### src/u8u16_pkg.sv
// ----------------------------------------------------------------------------
// u8u16_pkg
// Shared types and constants for the UTF-8 to UTF-16 decoder unit.
// ----------------------------------------------------------------------------
package u8u16_pkg;

   localparam int CountBits = 17;
   localparam int CapBits   = 17;
   localparam int CsrIdxBits = 2;

   typedef enum logic [CsrIdxBits-1:0] {
      CSR_CONVERT_LF      = 2'd0,
      CSR_CHECK_ENCODING  = 2'd1,
      CSR_BUFFER_CAPACITY = 2'd2
   } csr_index_type;

   typedef enum logic {
      KIND_UNIT = 1'b0,
      KIND_END  = 1'b1
   } kind_type;

   localparam logic [7:0]  ByteCr       = 8'h0d;
   localparam logic [7:0]  ByteLf       = 8'h0a;
   localparam logic [15:0] UnitCr       = 16'h000d;
   // 0xd800 - (0x10000 >> 10)
   localparam logic [15:0] HiSurrBase   = 16'hd800 - 16'h0040;
   localparam logic [15:0] LoSurrBase   = 16'hdc00;

   // Work for one input byte: up to two code units, then maybe an end beat.
   typedef struct packed {
      logic [1:0]  n_units;
      logic [15:0] unit_a;
      logic [15:0] unit_b;
      logic        has_end;
      logic        err;
   } job_type;

endpackage

### src/u8u16_front.sv
// ----------------------------------------------------------------------------
// u8u16_front
// Accepts UTF-8 bytes, tracks sequence state and builds one job per byte.
// ----------------------------------------------------------------------------
module u8u16_front (
   input  logic               clock,
   input  logic               reset,
   input  logic               req_valid,
   output logic               req_ready,
   input  logic [7:0]         req_in_byte,
   input  logic               req_last_byte,
   input  logic               convert_lf,
   input  logic               check_encoding,
   input  logic               queue_full,
   output logic               push,
   output u8u16_pkg::job_type push_job
);

   logic [1:0]  pending_ff,   pending_in;
   logic [1:0]  seq_len_ff,   seq_len_in;
   logic [20:0] collected_ff, collected_in;
   logic        prev_cr_ff,   prev_cr_in;
   logic        finished_ff,  finished_in;

   logic        accept;
   logic        err;
   logic        done;
   logic [20:0] cont_bits;
   logic [15:0] byte_unit;
   u8u16_pkg::job_type job;

   assign req_ready = !queue_full;
   assign accept    = req_valid && req_ready;
   assign cont_bits = {collected_ff[14:0], req_in_byte[5:0]};
   assign byte_unit = {8'h00, req_in_byte};

   always_comb begin
      pending_in   = pending_ff;
      seq_len_in   = seq_len_ff;
      collected_in = collected_ff;
      prev_cr_in   = prev_cr_ff;
      finished_in  = finished_ff;
      err          = 1'b0;
      done         = 1'b0;
      job          = '0;

      if (!finished_ff) begin
         if (pending_ff != 2'd0) begin
            if (check_encoding && !req_in_byte[7]) begin
               err = 1'b1;
            end else begin
               collected_in = cont_bits;
               pending_in   = pending_ff - 2'd1;
               if (pending_ff == 2'd1) begin
                  if (seq_len_ff == 2'd3) begin
                     job.n_units = 2'd2;
                     job.unit_a  = u8u16_pkg::HiSurrBase + {5'b0, cont_bits[20:10]};
                     job.unit_b  = u8u16_pkg::LoSurrBase | {6'b0, cont_bits[9:0]};
                  end else begin
                     job.n_units = 2'd1;
                     job.unit_a  = cont_bits[15:0];
                  end
               end
            end
         end else if (req_in_byte == 8'h00) begin
            done = 1'b1;
         end else if (!req_in_byte[7]) begin
            if (convert_lf && req_in_byte == u8u16_pkg::ByteLf && !prev_cr_ff) begin
               job.n_units = 2'd2;
               job.unit_a  = u8u16_pkg::UnitCr;
               job.unit_b  = byte_unit;
            end else begin
               job.n_units = 2'd1;
               job.unit_a  = byte_unit;
            end
         end else if (req_in_byte[7:3] == 5'b11111) begin
            err = 1'b1;
         end else if (req_in_byte[7:3] == 5'b11110) begin
            seq_len_in   = 2'd3;
            pending_in   = 2'd3;
            collected_in = {18'b0, req_in_byte[2:0]};
         end else if (req_in_byte[7:4] == 4'b1110) begin
            seq_len_in   = 2'd2;
            pending_in   = 2'd2;
            collected_in = {17'b0, req_in_byte[3:0]};
         end else if (req_in_byte[7:5] == 3'b110) begin
            seq_len_in   = 2'd1;
            pending_in   = 2'd1;
            collected_in = {16'b0, req_in_byte[4:0]};
         end else begin
            err = 1'b1;   // stray continuation in lead position
         end

         if (!err && !done && req_last_byte) begin
            if (pending_in != 2'd0 && check_encoding) begin
               err = 1'b1;
            end else begin
               done = 1'b1;
            end
         end

         prev_cr_in = (req_in_byte == u8u16_pkg::ByteCr);

         if (err || done) begin
            finished_in  = 1'b1;
            pending_in   = 2'd0;
            seq_len_in   = 2'd0;
            collected_in = '0;
         end
         job.has_end = err || done;
         job.err     = err;
      end
   end

   assign push     = accept && (job.n_units != 2'd0 || job.has_end);
   assign push_job = job;

   always_ff @(posedge clock) begin
      if (reset) begin
         pending_ff   <= 2'd0;
         seq_len_ff   <= 2'd0;
         collected_ff <= '0;
         prev_cr_ff   <= 1'b0;
         finished_ff  <= 1'b0;
      end else if (accept) begin
         pending_ff   <= pending_in;
         seq_len_ff   <= seq_len_in;
         collected_ff <= collected_in;
         prev_cr_ff   <= prev_cr_in;
         finished_ff  <= finished_in;
      end
   end

endmodule

### src/u8u16_queue.sv
// ----------------------------------------------------------------------------
// u8u16_queue
// Two-entry job queue between the byte front end and the result back end.
// ----------------------------------------------------------------------------
module u8u16_queue (
   input  logic               clock,
   input  logic               reset,
   input  logic               push,
   input  u8u16_pkg::job_type push_job,
   output logic               full,
   input  logic               pop,
   output logic               head_valid,
   output u8u16_pkg::job_type head_job
);

   u8u16_pkg::job_type entry_ff [2];
   logic       wr_ptr_ff, wr_ptr_in;
   logic       rd_ptr_ff, rd_ptr_in;
   logic [1:0] count_ff,  count_in;

   assign full       = (count_ff == 2'd2);
   assign head_valid = (count_ff != 2'd0);
   assign head_job   = entry_ff[rd_ptr_ff];

   always_comb begin
      wr_ptr_in = push ? !wr_ptr_ff : wr_ptr_ff;
      rd_ptr_in = pop  ? !rd_ptr_ff : rd_ptr_ff;
      count_in  = count_ff + {1'b0, push} - {1'b0, pop};
   end

   always_ff @(posedge clock) begin
      if (reset) begin
         wr_ptr_ff <= 1'b0;
         rd_ptr_ff <= 1'b0;
         count_ff  <= 2'd0;
      end else begin
         wr_ptr_ff <= wr_ptr_in;
         rd_ptr_ff <= rd_ptr_in;
         count_ff  <= count_in;
      end
   end

   always_ff @(posedge clock) begin
      if (push) begin
         entry_ff[wr_ptr_ff] <= push_job;
      end
   end

endmodule

### src/u8u16_back.sv
// ----------------------------------------------------------------------------
// u8u16_back
// Expands queued jobs into result beats, numbers units, drives the output reg.
// ----------------------------------------------------------------------------
module u8u16_back (
   input  logic                            clock,
   input  logic                            reset,
   input  logic                            head_valid,
   input  u8u16_pkg::job_type              head_job,
   output logic                            pop,
   input  logic [u8u16_pkg::CapBits-1:0]   buffer_capacity,
   output logic                            rsp_valid,
   input  logic                            rsp_ready,
   output logic                            rsp_kind,
   output logic [15:0]                     rsp_code_unit,
   output logic [u8u16_pkg::CountBits-1:0] rsp_unit_index,
   output logic                            rsp_in_buffer,
   output logic                            rsp_status,
   output logic                            rsp_run_last
);

   localparam int CB = u8u16_pkg::CountBits;

   logic [1:0]    step_ff,    step_in;
   logic [CB-1:0] counter_ff, counter_in;
   logic          valid_ff,   valid_in;
   logic          kind_ff,    kind_in;
   logic [15:0]   unit_ff,    unit_in;
   logic [CB-1:0] index_ff,   index_in;
   logic          inbuf_ff,   inbuf_in;
   logic          status_ff,  status_in;
   logic          last_ff,    last_in;

   logic          out_free;
   logic          load;
   logic [1:0]    total;
   logic          is_unit;

   assign out_free = !valid_ff || rsp_ready;
   assign load     = head_valid && out_free;
   assign total    = head_job.n_units + {1'b0, head_job.has_end};
   assign is_unit  = (step_ff < head_job.n_units);

   always_comb begin
      step_in    = step_ff;
      counter_in = counter_ff;
      valid_in   = valid_ff && !rsp_ready;
      kind_in    = kind_ff;
      unit_in    = unit_ff;
      index_in   = index_ff;
      status_in  = status_ff;
      last_in    = last_ff;
      pop        = 1'b0;

      if (load) begin
         valid_in = 1'b1;
         last_in  = (step_ff == total - 2'd1);
         if (is_unit) begin
            kind_in   = u8u16_pkg::KIND_UNIT;
            unit_in   = (step_ff == 2'd0) ? head_job.unit_a : head_job.unit_b;
            index_in  = counter_ff;
            status_in = 1'b0;
            if (counter_ff != {CB{1'b1}}) begin
               counter_in = counter_ff + {{(CB-1){1'b0}}, 1'b1};
            end
         end else begin
            kind_in   = u8u16_pkg::KIND_END;
            unit_in   = 16'h0000;
            status_in = head_job.err;
            index_in  = head_job.err ? '0 : counter_ff;
            if (head_job.err) begin
               counter_in = '0;
            end
         end
         if (last_in) begin
            pop     = 1'b1;
            step_in = 2'd0;
         end else begin
            step_in = step_ff + 2'd1;
         end
      end
      inbuf_in = load ? (index_in < buffer_capacity) : inbuf_ff;
   end

   always_ff @(posedge clock) begin
      if (reset) begin
         step_ff    <= 2'd0;
         counter_ff <= '0;
         valid_ff   <= 1'b0;
      end else begin
         step_ff    <= step_in;
         counter_ff <= counter_in;
         valid_ff   <= valid_in;
      end
   end

   always_ff @(posedge clock) begin
      kind_ff   <= kind_in;
      unit_ff   <= unit_in;
      index_ff  <= index_in;
      inbuf_ff  <= inbuf_in;
      status_ff <= status_in;
      last_ff   <= last_in;
   end

   assign rsp_valid      = valid_ff;
   assign rsp_kind       = kind_ff;
   assign rsp_code_unit  = unit_ff;
   assign rsp_unit_index = index_ff;
   assign rsp_in_buffer  = inbuf_ff;
   assign rsp_status     = status_ff;
   assign rsp_run_last   = last_ff;

endmodule

### src/utf8_to_utf16_decoder_unit.sv
// ----------------------------------------------------------------------------
// utf8_to_utf16_decoder_unit
// Streaming UTF-8 to UTF-16 converter with LF expansion and unit numbering.
// ----------------------------------------------------------------------------
// Usage:
//   req_*  : one UTF-8 byte per beat, req_last_byte marks the final byte.
//   rsp_*  : one beat per code unit, then one end beat (rsp_kind = 1) with
//            the unit count (0 on error), rsp_status and a zero terminator.
//            rsp_run_last flags the last beat caused by a given byte.
//   csr_*  : register writes (convert_lf, check_encoding, buffer_capacity),
//            taken at once; write only while the unit is idle.
// Path: a byte's first beat goes via the job queue entry, then the output reg.
// Throughput: one byte per cycle while rsp_ready holds and each byte gives
//   at most one beat. A byte giving more beats holds the result stage until
//   all are sent; the two-entry job queue absorbs this and req_ready drops
//   only when full.
// Reset clears decode state, the unit counter, the queue and the output
//   stage; registers return to convert_lf 0, check on, full capacity.
// A stalled rsp side backs up into the queue, then stalls req.
// After the end beat of a string further bytes are taken and dropped.
// ----------------------------------------------------------------------------
module utf8_to_utf16_decoder_unit (
   input  logic                                clock,
   input  logic                                reset,
   input  logic                                req_valid,
   output logic                                req_ready,
   input  logic [7:0]                          req_in_byte,
   input  logic                                req_last_byte,
   output logic                                rsp_valid,
   input  logic                                rsp_ready,
   output logic                                rsp_kind,
   output logic [15:0]                         rsp_code_unit,
   output logic [u8u16_pkg::CountBits-1:0]     rsp_unit_index,
   output logic                                rsp_in_buffer,
   output logic                                rsp_status,
   output logic                                rsp_run_last,
   input  logic                                csr_write_en,
   input  logic [u8u16_pkg::CsrIdxBits-1:0]    csr_index,
   input  logic [u8u16_pkg::CapBits-1:0]       csr_wdata
);

   logic                           convert_lf_ff;
   logic                           check_ff;
   logic [u8u16_pkg::CapBits-1:0]  capacity_ff;

   logic               push;
   logic               pop;
   logic               queue_full;
   logic               head_valid;
   u8u16_pkg::job_type push_job;
   u8u16_pkg::job_type head_job;

   always_ff @(posedge clock) begin
      if (reset) begin
         convert_lf_ff <= 1'b0;
         check_ff      <= 1'b1;
         capacity_ff   <= {u8u16_pkg::CapBits{1'b1}};
      end else if (csr_write_en) begin
         unique case (csr_index)
            u8u16_pkg::CSR_CONVERT_LF:      convert_lf_ff <= csr_wdata[0];
            u8u16_pkg::CSR_CHECK_ENCODING:  check_ff      <= csr_wdata[0];
            u8u16_pkg::CSR_BUFFER_CAPACITY: capacity_ff   <= csr_wdata;
            default: ;
         endcase
      end
   end

   u8u16_front u_front (
      .clock          (clock),
      .reset          (reset),
      .req_valid      (req_valid),
      .req_ready      (req_ready),
      .req_in_byte    (req_in_byte),
      .req_last_byte  (req_last_byte),
      .convert_lf     (convert_lf_ff),
      .check_encoding (check_ff),
      .queue_full     (queue_full),
      .push           (push),
      .push_job       (push_job)
   );

   u8u16_queue u_queue (
      .clock      (clock),
      .reset      (reset),
      .push       (push),
      .push_job   (push_job),
      .full       (queue_full),
      .pop        (pop),
      .head_valid (head_valid),
      .head_job   (head_job)
   );

   u8u16_back u_back (
      .clock           (clock),
      .reset           (reset),
      .head_valid      (head_valid),
      .head_job        (head_job),
      .pop             (pop),
      .buffer_capacity (capacity_ff),
      .rsp_valid       (rsp_valid),
      .rsp_ready       (rsp_ready),
      .rsp_kind        (rsp_kind),
      .rsp_code_unit   (rsp_code_unit),
      .rsp_unit_index  (rsp_unit_index),
      .rsp_in_buffer   (rsp_in_buffer),
      .rsp_status      (rsp_status),
      .rsp_run_last    (rsp_run_last)
   );

   // an end beat always closes the run of its byte
   assert property (@(posedge clock) disable iff (reset)
      rsp_valid && rsp_kind == u8u16_pkg::KIND_END |-> rsp_run_last)
      else $error("end beat without run_last");

   // an error end beat reports a zero count and a zero terminator
   assert property (@(posedge clock) disable iff (reset)
      rsp_valid && rsp_status |-> rsp_kind == u8u16_pkg::KIND_END &&
         rsp_unit_index == '0 && rsp_code_unit == 16'h0000)
      else $error("bad error beat");

   // a beat that is not last of its run is followed by a code unit or end
   // of the same run; never more than three beats per byte, so a non-last
   // beat cannot follow two non-last beats in a row
   assert property (@(posedge clock) disable iff (reset)
      rsp_valid && rsp_ready && !rsp_run_last ##1
      rsp_valid && rsp_ready && !rsp_run_last |=>
      !(rsp_valid && !rsp_run_last))
      else $error("run longer than three beats");

endmodule
### config.mk
export PLATFORM = sky130hd
export DESIGN_NAME = utf8_to_utf16_decoder_unit
export DESIGN_NICKNAME = d
export VERILOG_FILES = /design/src/u8u16_pkg.sv /design/src/u8u16_front.sv /design/src/u8u16_queue.sv /design/src/u8u16_back.sv /design/src/utf8_to_utf16_decoder_unit.sv
export SDC_FILE = /design/constraint.sdc
export NUM_CORES = 1
export LEC_CHECK = 0
export BUFFER_PORTS_ARGS = -buffer_cell sky130_fd_sc_hd__buf_2
export CAP_MARGIN = 40
export CORE_MARGIN = 5
export CORE_UTILIZATION = 60
export CTS_BUF_LIST = sky130_fd_sc_hd__clkbuf_4 sky130_fd_sc_hd__clkbuf_8
export CTS_CLUSTER_SIZE = 40
export DETAILED_ROUTE_END_ITERATION = 16
export MAX_ROUTING_LAYER = met4
export PLACE_DENSITY = 0.8
export SLEW_MARGIN = 20
export SYNTH_ARGS = -nofsm -noshare
export SYNTH_HDL_FRONTEND = slang
export SYNTH_HIERARCHICAL = 1
export SYNTH_SLANG_ARGS = --single-unit
### constraint.sdc
create_clock -name clock -period 12.1 [get_ports clock]
set_clock_uncertainty 0.1 [all_clocks]
set_input_delay 2.42 -clock clock [delete_from_list [all_inputs] [get_ports clock]]
set_output_delay 2.42 -clock clock [all_outputs]
set_load 0.03 [all_outputs]
# Word-level counts from Yosys, hierarchy flattened
# Memory sizes are Yosys's and may differ from the RTL's. A register that Yosys moved wholly into a read port is not among the register bits.
# Index checks and enable logic that the tools add are counted.
dict set report word_totals {
  ff_bits 101
  ram_bits 72
  inputBits 33
  output_inout_bits 39
  elab_cells 164
  n_memories 1
}
# memory depth word_bits rd rd_clocked_by_memory_dff write_ports line
set memory_table {}
lappend memory_table {u_queue.entry_ff 2 36 1 1 1 u8u16_queue.sv:16} ;# u8u16_pkg::job_type entry_ff [2];
dict set report op_classes {
  addsub 8
  order_cmp 2
  n_eq_ne 20
  mux 72
  bitwise_logic 1
  reduce_logical 40
}
# operator count
set op_table {}
lappend op_table {{34-bit 2-to-1 mux} 5}
lappend op_table {{15-bit 2-to-1 mux} 9}
lappend op_table {{17-bit 2-to-1 mux} 5}
lappend op_table {{2-bit 2-to-1 mux} 19}
lappend op_table {{18-bit 2-to-1 mux} 2}
lappend op_table {{36-bit 2-to-1 mux} 1}
lappend op_table {{16-bit 2-to-1 mux} 2}
lappend op_table {{1-bit 2-to-1 mux} 28}
lappend op_table {{17-bit by 1-bit adder with 17-bit output (second input constant)} 1}
lappend op_table {{17-bit less-than comparator} 1}
lappend op_table {{17-bit inequality test (second input constant)} 1}
lappend op_table {{15-bit by 12-bit adder with 16-bit output (first input constant)} 1}
lappend op_table {{8-bit by 4-bit equality test with 1-bit output (second input constant)} 2}
lappend op_table {{7-bit AND reduction} 2}
lappend op_table {{5-bit equality test (second input constant)} 2}
lappend op_table {{1-bit logical AND} 10}
lappend op_table {{2-bit AND reduction} 5}
lappend op_table {{2-bit nonzero test} 5}
lappend op_table {{1-bit zero test} 9}
lappend op_table {{8-bit zero test} 1}
lappend op_table {{2-bit inequality test (second input constant)} 4}
lappend op_table {{7-bit 2-to-1 mux} 1}
lappend op_table {{2-bit equality test (second input constant)} 3}
lappend op_table {{3-bit by 2-bit inequality test with 1-bit output (second input constant)} 2}
lappend op_table {{other kinds (16)} 22}

# Longest topological paths before layout
# Gate-level depths: netlist of run 1.
dict set report depth {
  ltp_word 21
  ltp_mapped 17
  ltp_nobuf 14
}

# By module
# The synthesis of run 1 kept the hierarchy.
# mod instances cells_each area_each_um2 seq_area_each_um2
set by_module_without_submodules {}
lappend by_module_without_submodules {u8u16_back 1 324 2987.9 1341.3}
lappend by_module_without_submodules {u8u16_queue 1 133 2970.3 2262.2}
lappend by_module_without_submodules {u8u16_front 1 226 1730.4 420.4}
lappend by_module_without_submodules {utf8_to_utf16_decoder_unit 1 84 788.3 380.4}

# Least setup slack after synthesis of run 1
# OpenSTA, ideal clock, no wires.
dict set report synth_path {
  path_kind {input -> register}
  start {input req_in_byte[7]}
  end {memory u_queue/entry_ff[0][0] (netlist bit), enable pin}
  t_arrival_ns 5.469
  slack_ns 6.098
  path_stages 6
  path_cell_list {buf_4 -> or4_4 -> nor3_1 -> a21o_1 -> o31a_1 -> nor2b_1}
}
# item line
set synth_lines {}
lappend synth_lines {{from (decl)} utf8_to_utf16_decoder_unit.sv:27} ;# input logic [7:0] req_in_byte,
lappend synth_lines {{to (decl)} u8u16_queue.sv:16}

# Worst setup path after layout of run 1
dict set report layout_path {
  start {input rsp_ready}
  end {register u_back.inbuf_ff (netlist: u_back/rsp_in_buffer), data pin}
}
dict set report layout_via {
  elab_chain_len 4
}
# item line
set layout_lines {}
lappend layout_lines {{from (decl)} utf8_to_utf16_decoder_unit.sv:30} ;# input logic rsp_ready,
lappend layout_lines {{1-bit logical OR} u8u16_back.sv:39} ;# assign out_free = !valid_ff || rsp_ready;
lappend layout_lines {{1-bit logical AND} u8u16_back.sv:40} ;# assign load = head_valid && out_free;
lappend layout_lines {{17-bit 2-to-1 mux} u8u16_back.sv:55} ;# if (load) begin
lappend layout_lines {{via u_back.index_in[8]} u8u16_back.sv:29} ;# logic [CB-1:0] index_ff, index_in;
lappend layout_lines {{17-bit less-than comparator} u8u16_back.sv:82} ;# inbuf_in = load ? (index_in < buffer_capacity) : inbuf_ff;
lappend layout_lines {{to (signal assigned)} u8u16_back.sv:101} ;# inbuf_ff <= inbuf_in;
lappend layout_lines {{to (decl)} u8u16_back.sv:30} ;# logic inbuf_ff, inbuf_in;
# The timed path passes the listed nets, and every way through them passes these cells.
# A chain may end at the register's enable or synchronous reset.

==> results of run 1 <==
[how the worst max path moves through the flow]
stage	start	endpoint	slack (ns)	depth (start not counted)
after floorplan	req_in_byte[7]	u_queue/entry_ff[0][0]$_DFFE_PP_	6.10	6
after global placement	rsp_ready	u_back/rsp_in_buffer$_DFFE_PN_	6.38	13
after detailed placement	rsp_ready	u_back/rsp_in_buffer$_DFFE_PN_	6.11	13
after CTS	rsp_ready	u_back/rsp_in_buffer$_DFFE_PN_	6.58	13
after global routing	rsp_ready	u_back/rsp_in_buffer$_DFFE_PN_	6.34	13
final	rsp_ready	u_back/rsp_in_buffer$_DFFE_PN_	6.48	13
[metrics by stage]
step                cell area [um^2]    util
finish                          9226  0.6647
detailed placement              8795  0.6336
global route                    9226  0.6647
global placement                8761  0.6312
floorplan                       8477       -
CTS                             9226  0.6647
[cell families (layout without fill, tap and decap cells)]
family / Yosys count / after routing / synth area share
buffers and inverters: 85 / 152 / 0.05830
AO/OA/AOI/OAI: 117 / 117 / 0.09845
other: 1 / 1 / 0.0004424
flip-flops: 174 / 174 / 0.5196
AND/OR/NAND/NOR: 275 / 275 / 0.1606
adder cells (fa/ha/maj): 26 / 26 / 0.03838
multiplexers: 80 / 80 / 0.1134
XOR/XNOR: 9 / 9 / 0.01092
[where the power goes]
| part | leakage (nW) | switching, mW | internal [mW] |
|---|---|---|---|
| sequential | 1.54 | 0.0308 | 0.728 |
| clock | 0.217 | 0.199 | 0.228 |
| combinational | 1.98 | 0.355 | 0.212 |
[routing by layer]
metal / vias up / part of all wire / global-route usage
met5: - / 0 / -
met4: 0 / 0.013 / 0.06238
met3: 21 / 0.061 / 0.04649
met2: 208 / 0.48 / 0.3634
met1: 2934 / 0.45 / 0.3091
li1: 2872 / - / -
[area by class of cell]
class                      instances  area, um^2
fill                            1025        4654
sequential                       174        4405
multi-input combinational        508        3581
timing repair buffer              79       426.7
clock buffer                      23       297.8
tap                              180       225.2
inverter                          41       156.4
clock inverter                     9       133.9
[worst max-delay path: cells and delay by family]
| family | cells | cell delay [ns] |
|---|---|---|
| AO/OA/AOI/OAI | 6 | 1.26 |
| buffers and inverters | 3 | 1.05 |
| AND/OR/NAND/NOR | 3 | 0.76 |
| adder cells (fa/ha/maj) | 1 | 0.32 |
[layout by cell type (no fill, tap or decap), drive strengths merged, types with 8 or more instances in the layout]
cell	count
nand3	29
edfxtp	92
o21ai	25
ha	26
inv	42
mux2	38
dfxtp	82
o31ai	12
a21oi	21
and3	8
nand4	10
nor2	84
and2	11
mux2i	42
buf	79
clkbuf	23
nor3	13
nand2	74
[state kept, by name, indices dropped and copies added, names as in the netlist, 2 cells and up, named ones only]
name and cells:
u_front/seq_len_ff 2, u_queue/entry_ff 72, u_back/rsp_code_unit 16, capacity_ff 17, u_back/rsp_unit_index 17, u_front/collected_ff 15
u_queue/count_ff 2, u_front/pending_ff 2, u_back/step_ff 2, u_back/counter_ff 17
==> reports/qor.yml, run 1 <==
status:
  status: "completed"
grt:
  grt_usage: 0.2315
  grt_pass1_vias: 5795
  grt_pass1_wl_mm: 29.17
  grt_overflow: 0
  antenna_found_initial: 0
  grt_max_degree: 80
timing:
  hold_ws_ns: 0.3842
  min_period_ns: 5.623
  finalHoldViolations: 0
  min_period_over_period: 0.4647
  fmaxAchievable_mhz: 177.8
  finalSetupTns_ns: 0
  maxSlewHeadroom: 0.3931
  setup_viol: 0
  rsz0062_at_grt: "no"
  tightest_slew_ns: 0.9084
  drv_slew: 0
  timing.final.ws_setup_ns: 6.477
detailed_routing:
  drt-initial-drc-count: 637
  dr.pass1.iters: 5
  drc: 0
  vias: 6035
  routed_wl_mm: 18.18
  vias_per_cell: 5.952
  ant_nets: 0
  wl_per_cell_um: 17.92
hold_path:
  hold_path.class: "reg2reg"
  worstHoldPathCells: 2
  worstHoldStart: "u_front/pending_ff[1]$_SDFFE_PP0P_"
  hold_path_end: "u_front/pending_ff[1]$_SDFFE_PP0P_"
placement:
  port_buffers: 71
  routabilityCongestion: 0.9152
  hpwl_mm: 12.78
  place_inst: 982
  dp_slack_ns: 6.112
final_layout:
  syn2layout_area_growth_pct: 8.841
  nNetsFinal: 880
  diodes: 0
  drive_gt1_frac: 0.2038
  final_cells: 1014
logic_synthesis:
  synthArstFlopShare: 0
  synth_edf_count: 92
  synth_area_leaders: "edfxtp_1 33%, dfxtp_1 19%, mux2_4 5.3%"
  syn_avg_cell_area_um2: 11.05
  synth.distinct_cells: 73
  synth_top_area_cell: "edfxtp_1"
  yosys_register_bits: 174
  netlist_area_um2: 8477
  synth_most_common_cell: "edfxtp_1"
  ys.flop_type: "edfxtp_1"
  synth_seq_area_share: 0.5196
  syn_nets: 826
  yosysTopAreaCellShare: 0.3259
  syn_inst: 767
  synth_common_cells: "92 x edfxtp_1, 84 x nor2_1, 82 x dfxtp_1, 73 x nand2_1, 42 x mux2i_1"
  ys_warn_count: 6
critical_path:
  slowest_delay_ns: 0.54
  worstRegToRegCells: 15
  worstSetupPathType: "in2reg"
  crit_required_ns: 12.30
  critPathArrivalTime_ns: 5.82
  crit_slowest_cell: "inv_1"
  cp-end-kind: "flip-flop"
  crit_chain: "buf_2 -> nand2b_1 -> nand2_1 -> inv_1 -> buf_4 -> nand2_1 -> o21ai_0 -> ha_1 -> a21oi_1 -> o21ai_0 -> a221oi_1 -> o211ai_1 -> a31oi_1"
  start_kind: "primary input"
  cp_max_fo: 27
  r2r_end: "u_back/rsp_in_buffer$_DFFE_PN_"
  r2r_slack_ns: 7.68
power_and_ir_drop:
  power_mw: 1.752
  ir_worst_vdd_uv: 101.4
  powerDensity_nw_per_um2: 189.9
  leakage_nw: 3.733
floorplan:
  row_count: 43
  dieArea_um2: 16600
  die_w_um: 128.9
  io_pins: 72
  initial_core_util: 0.6107
  coreArea_um2: 13880
  die_h_um: 128.9
cts:
  cts_tree: "done"
  postCtsSetupBuffers: 0
  clock_sinks: 174
  cts_buffer_depth: 2
  path_clk_slew_ns: 0.08
  h-tree-depth: 4
  cts_hold_buffers: 0
  cts_root_buf: "clkbuf_8"
  worstSkewPairLatency_ns: 0.46
  numCtsBuffers: 17
  cts.repair.resized: 0
run:
  max_cap_violations: 0
Note: power is estimated with default switching activity, not from simulation.
==> run 2, diff against run 1 <==
==> constraint.sdc (replaced) <==
create_clock -name clock -period 5.5 [get_ports clock]
set_clock_uncertainty 0.1 [all_clocks]
set_input_delay 1.1 -clock clock [delete_from_list [all_inputs] [get_ports clock]]
set_output_delay 1.1 -clock clock [all_outputs]
set_load 0.03 [all_outputs]
==> reports/qor.yml, run 2 (synthesis results as in run 1) <==
status:
  status: "completed"
power_and_ir_drop:
  p_switching_mw: 1.271  # +120%
  power_frac_seq: 0.448  # +0.015
  ir_worst_vdd_uv: 200.9  # +98%
  combPwrFrac: 0.332  # +0.009
  clkPwrFrac: 0.220  # -0.024
  p_int_mw: 2.458  # +110%
  leakage_nw: 3.705  # -0.76%
  switching_share: 0.3408  # +0.007228
  power_mw: 3.729  # +110%
  powerDensity_nw_per_um2: 406.6  # +110%
floorplan:
  io_pins: 72  # unchanged
  initial_core_util: 0.6107  # unchanged
  row_count: 43  # unchanged
  dieArea_um2: 16600  # unchanged
  die_h_um: 128.9  # unchanged
  die_w_um: 128.9  # unchanged
  coreArea_um2: 13880  # unchanged
cts:
  cts_tree: "done"
  cts_hold_buffers: 0  # unchanged
  path_clk_slew_ns: 0.08  # about the same
  numCtsBuffers: 17  # unchanged
  cts_root_buf: "clkbuf_8"
  postCtsSetupBuffers: 0  # unchanged
  cts_buffer_depth: 2  # unchanged
  clock_sinks: 174  # unchanged
  worstSkewPairLatency_ns: 0.45  # about the same
  h-tree-depth: 4  # unchanged
  cts.repair.resized: 0  # unchanged
detailed_routing:
  drc: 0  # unchanged
  ant_nets: 0  # unchanged
  vias: 6056  # +0.35%
  wl_per_cell_um: 17.73  # -1.1%
  drt-initial-drc-count: 696  # +9.3%
  dr.pass1.iters: 5  # unchanged
  vias_per_cell: 5.961  # +0.15%
  routed_wl_mm: 18.01  # -0.89%
final_layout:
  finish.utilization: 0.6607  # -0.003966
  layout_commonest_cell: "edfxtp_1"
  final_cells: 1016  # +0.20%
  largest_reg_flops: 72  # unchanged
  top_register: "u_queue/entry_ff"
  diodes: 0  # unchanged
  syn2layout_area_growth_pct: 8.192
  drive_gt1_frac: 0.1974  # -0.006469
  final_cell_mix: "92 x edfxtp_1, 84 x nor2_1, 81 x dfxtp_1, 73 x buf_2, 73 x nand2_1"
  nNetsFinal: 883  # +0.34%
grt:
  grt_overflow: 0  # unchanged
  grt_usage: 0.2317  # about the same
  grt_max_degree: 80  # unchanged
  grt_pass1_wl_mm: 29.42  # +0.87%
  antenna_found_initial: 0  # unchanged
  grt_pass1_vias: 5892  # +1.7%
placement:
  port_buffers: 71  # unchanged
  routabilityCongestion: 0.9141  # -0.12%
  place_inst: 982  # unchanged
  hpwl_mm: 12.82  # +0.35%
  dp_slack_ns: 1.162  # -4.950 ns
timing:
  finalHoldViolations: 0  # unchanged
  rsz0062_at_grt: "no"
  min_period_ns: 3.942
  maxSlewHeadroom: 0.4338  # +0.04067
  finalSetupTns_ns: 0  # unchanged
  tightest_slew_ns: 0.8473  # -0.06109 ns
  fmaxAchievable_mhz: 253.7
  min_period_over_period: 0.7167
  timing.final.ws_setup_ns: 1.558  # -4.918 ns
  setup_viol: 0  # unchanged
  drv_slew: 0  # unchanged
critical_path:
  worstRegToRegCells: 14  # -1
  critPathArrivalTime_ns: 4.14  # -1.68 ns
  cp_max_fo: 35  # +30%
  r2r_slack_ns: 1.56  # -6.12 ns
  crit_required_ns: 5.70  # -6.60 ns
  cp-end-kind: "flip-flop"
  start_kind: "flip-flop"
  worstSetupPathType: "reg2reg"
  r2r_end: "u_back/rsp_in_buffer$_DFFE_PN_"
hold_path:
  hold_path.class: "reg2reg"
  worstHoldPathCells: 2  # unchanged
  hold_path_end: "u_front/collected_ff[8]$_SDFFE_PP0P_"
  worstHoldStart: "u_front/collected_ff[2]$_SDFFE_PP0P_"
run:
  max_cap_violations: 0  # unchanged
-- run 2: through the flow --
stage / instance area (um^2) / hold WS, ns
6_report: 9171 / 0.3819
3_3_place_gp: 8761 / 0.3504
4_1_cts: 9158 / 0.3767
2_1_floorplan: 8477 / 0.3380
3_5_place_dp: 8798 / 0.3645
5_1_grt: 9171 / 0.3951
-- run 2: how the worst max path moves through the flow --
| stage | end | slack (ns) | cells after the start |
|---|---|---|---|
| after global routing | u_back/rsp_in_buffer$_DFFE_PN_ | 1.23 | 14 |
| final | u_back/rsp_in_buffer$_DFFE_PN_ | 1.56 | 14 |
| after detailed placement | u_back/rsp_in_buffer$_DFFE_PN_ | 1.16 | 13 |
| after floorplan | u_queue/entry_ff[0][0]$_DFFE_PP_ | 0.82 | 6 |
| after global placement | u_back/rsp_in_buffer$_DFFE_PN_ | 1.34 | 13 |
| after CTS | u_back/rsp_in_buffer$_DFFE_PN_ | 1.59 | 14 |
-- run 2: cell type report --
class	instances	area, um^2
Multi-Input combinational cell	508	3581
Inverter	41	156.4
Clock buffer	17	234.0
Fill cell	1074	4710
Timing Repair Buffer	82	444.2
Tap cell	180	225.2
Sequential cell	174	4405
Clock inverter	14	125.1
-- run 2: layer usage --
layer  part of all wire  GRT usage
met1               0.44     0.3122
met2               0.48     0.3643
met3              0.062    0.03736
met4              0.015    0.06794
met5                  0          -
-- run 2: worst max-delay path, cell delays in order, from the launching register on --
cell      delay, ns
dfxtp_2        0.35
buf_4          0.51
mux2_4         0.30
nand2b_4       0.06
a21oi_4        0.43
inv_4          0.20
nand2_4        0.14
inv_2          0.15
o21ai_0        0.38
ha_1           0.32
a21oi_1        0.14
o21ai_0        0.11
a221oi_1       0.31
o211ai_1       0.13
a31oi_1        0.16
-- run 2: power by group through the flow --
stage               clock, mW  sequential [mW]  combinational, mW
finish                  0.819             1.67               1.24
global route            0.897             1.69               1.33
CTS                     0.835             1.67               1.24
detailed placement          0             1.70               1.23
global placement            0             1.69               1.19
floorplan                   0             1.86              0.846
